## config.mk

```make
export PLATFORM = sky130hd
export DESIGN_NAME = fbd_ctrl
export DESIGN_NICKNAME = d
export VERILOG_FILES = /design/src/sv/fbd_pkg.sv /design/src/sv/fbd_ctrl.sv
export SDC_FILE = /design/constraint.sdc
export NUM_CORES = 1
export LEC_CHECK = 0
export ABC_CLOCK_PERIOD_IN_PS = 1900
export BUFFER_PORTS_ARGS = -buffer_cell sky130_fd_sc_hd__clkbuf_2
export CAP_MARGIN = 20
export CELL_PAD_IN_SITES_DETAIL_PLACEMENT = 1
export CELL_PAD_IN_SITES_GLOBAL_PLACEMENT = 1
export CORE_MARGIN = 1
export CORE_UTILIZATION = 28
export DETAILED_ROUTE_END_ITERATION = 8
export GPL_ROUTABILITY_DRIVEN = 0
export GPL_TIMING_DRIVEN = 0
export PLACE_DENSITY_LB_ADDON = 0.1
export RECOVER_POWER = 25
export SYNTH_ARGS = -nofsm -noshare
export SYNTH_HDL_FRONTEND = slang
export SYNTH_SLANG_ARGS = --single-unit
```

## constraint.sdc

```tcl
create_clock -name i_clk -period 1.9 [get_ports i_clk]
set_input_delay 0.19 -clock i_clk [delete_from_list [all_inputs] [get_ports i_clk]]
set_output_delay 0.19 -clock i_clk [all_outputs]
set_load 0.005 [all_outputs]
```

## src/sv/fbd_pkg.sv

```systemverilog
// Shared types, widths and codes for the half-block dirty framebuffer.
// No dependencies; every other file of the block depends on this package.
package fbd_pkg;

    // Default geometry limits
    localparam int DEF_MAX_COLS      = 128;
    localparam int DEF_MAX_CELL_ROWS = 64;

    // Field widths
    localparam int FUNC_W     = 3;
    localparam int COORD_W    = 8;
    localparam int CHAN_W     = 8;
    localparam int WORD_W     = 7;
    localparam int CELL_IDX_W = 13;
    localparam int RGB_W      = 24;
    localparam int COLS_W     = 8;
    localparam int ROWS_W     = 7;
    localparam int BIT_W      = 6;
    localparam int WORD_BITS  = 64;
    localparam int DIV_W      = CELL_IDX_W;

    // Configuration port
    localparam int CFG_IDX_W  = 1;
    localparam int CFG_DATA_W = 8;
    localparam logic [CFG_IDX_W-1:0] REG_COLS      = 1'd0;
    localparam logic [CFG_IDX_W-1:0] REG_CELL_ROWS = 1'd1;

    // Reset values of the geometry registers
    localparam logic [COLS_W-1:0] RST_COLS = 8'd80;
    localparam logic [ROWS_W-1:0] RST_ROWS = 7'd24;

    // Operation codes
    localparam logic [FUNC_W-1:0] FN_SET_PIXEL = 3'd0;
    localparam logic [FUNC_W-1:0] FN_FILL      = 3'd1;
    localparam logic [FUNC_W-1:0] FN_CLEAR     = 3'd2;
    localparam logic [FUNC_W-1:0] FN_MARK_ROW  = 3'd3;
    localparam logic [FUNC_W-1:0] FN_MARK_RECT = 3'd4;
    localparam logic [FUNC_W-1:0] FN_ENCODE    = 3'd5;

    typedef struct packed {
        logic [FUNC_W-1:0]  func;
        logic [COORD_W-1:0] x_start;
        logic [COORD_W-1:0] y_start;
        logic [COORD_W-1:0] x_end;
        logic [COORD_W-1:0] y_end;
        logic [CHAN_W-1:0]  red;
        logic [CHAN_W-1:0]  green;
        logic [CHAN_W-1:0]  blue;
        logic [WORD_W-1:0]  word_index;
    } t_item;

    typedef struct packed {
        logic [CELL_IDX_W-1:0] cell_index;
        logic [RGB_W-1:0]      fore_colour;
        logic [RGB_W-1:0]      back_colour;
        logic                  last;
    } t_res;

    // Controller to datapath
    typedef struct packed {
        logic init_step;
        logic load;
        logic px_set;
        logic rect_init;
        logic rect_step;
        logic div_start;
        logic scan_init;
        logic scan_rd;
        logic scan_adv;
        logic rd_top;
        logic rd_bot;
        logic capt;
        logic push;
        logic flush;
    } t_cmd;

    // Datapath to controller
    typedef struct packed {
        logic              init_last;
        logic [FUNC_W-1:0] func;
        logic              rect_empty;
        logic              rect_last;
        logic              word_ok;
        logic              div_done;
        logic              scan_end;
        logic              dirty_bit;
        logic              pend_valid;
        logic              out_free;
    } t_stat;

endpackage

```

## src/sv/fbd_ctrl.sv

```systemverilog
// Controller state machine: sequences clearing pass, writes, rectangle walks and encode scans.
// Depends on fbd_pkg; talks to fbd_dp only through t_cmd and t_stat.
module fbd_ctrl (
    input  logic            i_clk,
    input  logic            i_rst_n,
    input  logic            i_in_valid,
    output logic            o_in_ready,
    input  fbd_pkg::t_stat  i_stat,
    output fbd_pkg::t_cmd   o_cmd
);
    import fbd_pkg::*;

    localparam logic [3:0] S_INIT     = 4'd0;
    localparam logic [3:0] S_IDLE     = 4'd1;
    localparam logic [3:0] S_EXEC     = 4'd2;
    localparam logic [3:0] S_RECT     = 4'd3;
    localparam logic [3:0] S_DIV      = 4'd4;
    localparam logic [3:0] S_SCAN_RD  = 4'd5;
    localparam logic [3:0] S_SCAN_CHK = 4'd6;
    localparam logic [3:0] S_RD_BOT   = 4'd7;
    localparam logic [3:0] S_CAPT     = 4'd8;
    localparam logic [3:0] S_PUSH     = 4'd9;
    localparam logic [3:0] S_FLUSH    = 4'd10;

    logic [3:0] r_state;
    logic [3:0] n_state;

    always_ff @(posedge i_clk) begin
        if (!i_rst_n) begin
            r_state <= S_INIT;
        end else begin
            r_state <= n_state;
        end
    end

    // Next state and commands
    always_comb begin
        n_state    = r_state;
        o_cmd      = '0;
        o_in_ready = 1'b0;
        case (r_state)
            S_INIT: begin
                o_cmd.init_step = 1'b1;
                if (i_stat.init_last) begin
                    n_state = S_IDLE;
                end
            end
            S_IDLE: begin
                o_in_ready = 1'b1;
                if (i_in_valid) begin
                    o_cmd.load = 1'b1;
                    n_state    = S_EXEC;
                end
            end
            S_EXEC: begin
                n_state = S_IDLE;
                case (i_stat.func)
                    FN_SET_PIXEL: o_cmd.px_set = 1'b1;
                    FN_FILL, FN_CLEAR, FN_MARK_ROW, FN_MARK_RECT: begin
                        if (!i_stat.rect_empty) begin
                            o_cmd.rect_init = 1'b1;
                            n_state         = S_RECT;
                        end
                    end
                    FN_ENCODE: begin
                        if (i_stat.word_ok) begin
                            o_cmd.div_start = 1'b1;
                            n_state         = S_DIV;
                        end
                    end
                    default: ;
                endcase
            end
            S_RECT: begin
                o_cmd.rect_step = 1'b1;
                if (i_stat.rect_last) begin
                    n_state = S_IDLE;
                end
            end
            S_DIV: begin
                if (i_stat.div_done) begin
                    o_cmd.scan_init = 1'b1;
                    n_state         = S_SCAN_RD;
                end
            end
            S_SCAN_RD: begin
                if (i_stat.scan_end) begin
                    n_state = i_stat.pend_valid ? S_FLUSH : S_IDLE;
                end else begin
                    o_cmd.scan_rd = 1'b1;
                    n_state       = S_SCAN_CHK;
                end
            end
            S_SCAN_CHK: begin
                if (i_stat.dirty_bit) begin
                    o_cmd.rd_top = 1'b1;
                    n_state      = S_RD_BOT;
                end else begin
                    o_cmd.scan_adv = 1'b1;
                    n_state        = S_SCAN_RD;
                end
            end
            S_RD_BOT: begin
                o_cmd.rd_bot = 1'b1;
                n_state      = S_CAPT;
            end
            S_CAPT: begin
                o_cmd.capt = 1'b1;
                n_state    = S_PUSH;
            end
            S_PUSH: begin
                // older result goes out only when the output register can take it
                if (!i_stat.pend_valid || i_stat.out_free) begin
                    o_cmd.push     = 1'b1;
                    o_cmd.scan_adv = 1'b1;
                    n_state        = S_SCAN_RD;
                end
            end
            S_FLUSH: begin
                if (i_stat.out_free) begin
                    o_cmd.flush = 1'b1;
                    n_state     = S_IDLE;
                end
            end
            default: n_state = S_IDLE;
        endcase
    end

    // Pixel port has one user per cycle
    a_pix_port: assert property (@(posedge i_clk) disable iff (!i_rst_n)
        $onehot0({o_cmd.init_step, o_cmd.px_set, o_cmd.rect_step, o_cmd.rd_top, o_cmd.rd_bot}))
        else $error("pixel memory port contention");

    // Final result only leaves when there is one and room for it
    a_flush_ok: assert property (@(posedge i_clk) disable iff (!i_rst_n)
        o_cmd.flush |-> i_stat.pend_valid && i_stat.out_free)
        else $error("flush without pending result or room");

    // Dirty data is checked only right after its read
    a_chk_order: assert property (@(posedge i_clk) disable iff (!i_rst_n)
        r_state == S_SCAN_CHK |-> $past(r_state) == S_SCAN_RD)
        else $error("dirty bit checked without a read");

endmodule

```

== After elaboration in Yosys (flattened, before gate mapping) ==
Index checks and enable logic that the tools add are counted.
Word-level totals
  bits in registers: 4
  word-level logic and storage cells: 67
  output and inout bits: 15
Cells by class
  reduce and logical (&&, ||, !) cells: 6
  equal/unequal tests: 21
  mux-type cells: 39
Operators with widths (count)
  $pmux W4 S11: 1
  $mux W4: 8
  $mux W1: 24
  $eq A4 B3 Y1 const B: 4
  $eq A4 B4 Y1 const B: 3
  $ne A2 B2 Y1 const B: 6
  $eq A4 B2 Y1 const B: 2
  $pmux W4 S2: 1
  $eq A3 B2 Y1 const B: 2
  $eq A3 B3 Y1 const B: 2
  $mux W2: 3
  $reduce_and A6 Y1: 1
  $eq A4 B1 Y1 const B: 1
  $logic_not A4 Y1: 1
  $reduce_or A4 Y1: 1
  $eq A3 B1 Y1 const B: 1
  $logic_not A3 Y1: 1
  $mux W3: 1
  $pmux W1 S2: 1
  $logic_not A1 Y1: 1
  $logic_or A1 B1 Y1: 1

== Depth between registers and ports, before layout ==
  depth in word-level cells: 4
  mapped depth: 5
  depth with buffers taken out: 4

== Least setup slack after synthesis ==
OpenSTA, ideal clock, no wires.
  path kind: flip-flop to flip-flop
  start point: reg r_state[0]
  end point: reg r_state[1]
  buffers on the path: 0
  cell stages (with the launch flop): 5
  library setup time: 0.072 ns
  clock period less this slack: 1.412 ns
  slack: 0.488 ns
  data arrival time: 1.341 ns
  path through: dfxtp_1 or4b_4 nor4b_4 o31ai_1 mux2i_1
Between the ends
  cells in the longest elaborated chain, start to end: 3
  elaborated cells on any way between the ends: 19
RTL lines
  from (decl): RTL line fbd_ctrl.sv:25  | logic [3:0] r_state;
  from (signal assigned): RTL line fbd_ctrl.sv:32  | r_state <= n_state;
  $eq A4 B4 Y1, or another cell as far along: RTL line fbd_ctrl.sv:41  | case (r_state)
  $ne A2 B2 Y1 (no source line)
  $reduce_and A6 Y1 (no source line)
Parallel ways exist; a longest one is shown, timed or not.
A chain may end at the register's enable or synchronous reset.

==> run summary <==
Status -> complete, no violations
DR DRC count -> 0
Total track usage -> 17.5%
Die height -> 44.5 um
PortBufs -> 29
Critical Path Fanout Max -> 6
VDD IR max -> 0.486 mV
Worst Skew -> 0.00103 ns
Synth unique cells -> 30
Via density per instance -> 5.12
Post-Syn Nets -> 82
Seq/Total Area, Yosys -> 15.8%
Top post-synthesis cells by count -> nor3_1 (5), nor3b_1 (5)
CTS tree -> built
Total core area -> 0.00159 mm^2
Clock Tree Buf Depth -> 2
Max-cap violations -> 0
Slew Limit Fails -> 0
Detail Route Antenna Nets -> 0
Pin count of the biggest net entering global routing -> 11
Clock H-tree levels -> 1
Post-Synthesis Cell Area -> 505 um^2
Final Instance Area -> 712 um^2
1st-pass router iterations -> 4
Pleak -> 0.334 nW
Clock sink total -> 4
Area contributors post-synth -> dfxtp_1 (16%), nor3b_1 (7.4%), mux2i_1 (5.9%)
Die area -> 0.00198 mm^2
Critical Path Start Type -> flop
Area leader, netlist -> dfxtp_1
Clock Pin Slew Worst Setup and Hold Paths -> 0.04 ns
Synth top area share -> 15.8%
Max FFs per register -> 4
Io pins -> 30
Top flop regs -> r_state x4
Delay of the slowest critical-path stage -> 0.58 ns
FP Rows -> 14
N_diodes -> 0
Fillcell total -> 215
Critical path data arrival time -> 1.58 ns
Crit path time final -> 1.77 ns
Post-DP HPWL -> 1.23 mm
RSZ-0062 raised after global routing -> no
Fin. Hold Viols -> 0
WS Path Type -> reg -> out
CP Cell Sequence -> or4b_4 -> nor4b_4 -> clkbuf_2
Slew headroom -> 74.1%
Worst-margin pin slew -> 0.387 ns
Period utilization -> 93.0%
Largest register by flop count -> r_state
Slowest cell on the critical path -> or4b_4
Synthesized flop and latch total -> 4
Yosys Warn Count -> 0
Maximum clock frequency -> 566 MHz
Hold_buf cts -> 0
Mean Syn Cell Area -> 7.54 um^2
Final Total Pwr -> 0.575 mW
Ys async rst share -> 0%
Post-CTS resize count -> 0
Number of nets in the layout -> 116
Hold Crit Class -> in -> reg
Critical Path RT -> 1.71 ns
Pwr dens -> 807 mW/mm^2
Global-route wire length before repair -> 2.56 mm
Chip width -> 44.5 um
P&R area growth vs syn -> 40.8%
R2R depth -> 5
Main flop type after synthesis -> dfxtp_1
Final setup viols -> 0
Cells after Synth -> 67
DR vias -> 630
Layout cells sized above 1 -> 42.4%
First DRT Iteration DRCs -> 7
Total gr overflow -> 0
WL/cell -> 12.6 um
Post-CTS Setup Inserts -> 0
CTS root buf -> clkbuf_4
Worst-Skew Late Latency -> 0.24 ns
Initial antenna violation count -> 0
WL final -> 1.55 mm
Vias in the first global route -> 559
Post-synth EDFFs -> 0
Initial Utilization -> 31.7%
Critical Path Sink Type -> output pin
Min-Delay Path Depth -> 3
Area after DPL -> 681 um^2
TritonCTS buffer count -> 3
Setup TNS -> 0 ns
-- power by group --
group,leakage [nW],internal [mW],total [mW],switching [mW]
clock,0.0138,0.0708,0.108,0.0369
sequential,0.0326,0.104,0.128,0.0244
combinational,0.288,0.154,0.339,0.185
total,0.334,0.329,0.575,0.246
-- cell usage in the layout, fill, tap and decap left out, types with 2 or more instances in the layout --
| master | instances |
|---|---|
| clkbuf_2 | 29 |
| nand2b_1 | 3 |
| and3_1 | 2 |
| and2_1 | 2 |
| o31ai_1 | 2 |
| nor3b_1 | 5 |
| o21ai_0 | 2 |
| nor4_1 | 2 |
| nor3_1 | 5 |
| buf_2 | 3 |
| inv_1 | 3 |
| clkbuf_4 | 4 |
| nor2b_1 | 2 |
| a21oi_1 | 2 |
| mux2i_1 | 3 |
| nor2_1 | 4 |
| nand2_1 | 4 |
| dfxtp_1 | 4 |
| nand3b_1 | 3 |
-- critical path: cells and delay by family, from the launching register on --
family	cells	cell delay [ns]
AND/OR/NAND/NOR	2	0.82
flip-flops	1	0.37
buffers and inverters	1	0.15
-- kinds of logic after synthesis --
kind of cell / after synthesis / share of synthesized area [%]
simple gates: 39 / 50.7
compound gates: 14 / 21.3
buf+inv: 7 / 6.19
flops: 4 / 15.8
mux: 3 / 5.94
-- final timing paths --
| kind | start | end | slack, ns |
|---|---|---|---|
| hold reg to reg | r_state[1]$_SDFFE_PN0P_ | r_state[1]$_SDFFE_PN0P_ | 0.70 |
| setup reg to reg | r_state[1]$_SDFFE_PN0P_ | r_state[2]$_SDFFE_PN0P_ | 0.29 |
| hold / removal | i_stat[4] | r_state[2]$_SDFFE_PN0P_ | 0.25 |
| setup / recovery | r_state[2]$_SDFFE_PN0P_ | o_cmd[10] | 0.13 |
-- final cells by class --
type	instances	area (um^2)	area share, %
clock buffer	3	22.5	3.16
tap	24	30.0	4.22
multi-input combinational	56	400	56.2
buffer	4	22.5	3.16
sequential	4	80.1	11.2
inverter	3	11.3	1.58
timing repair buffer	29	145	20.4
-- routing by layer --
layer / global-route usage (%) / up-vias / routed length, um
li1: - / 316 / -
met1: 23.4 / 291 / 744
met5: 0 / - / 0
met3: 2.45 / 2 / 60
met2: 28.8 / 21 / 724
met4: 5.45 / 0 / 17
-- metrics by stage --
step	std cells	hold WS, ns	setup WS (ns)	utilization (%)
finish	123	0.247	0.133	44.7
global route	123	0.278	0.0501	44.7
CTS	123	0.248	0.0723	44.1
detailed placement	120	0.496	0.287	42.7
global placement	120	0.505	0.278	42.7
floorplan	67	0.321	0.488	-
(Power assumes the default switching activity.)
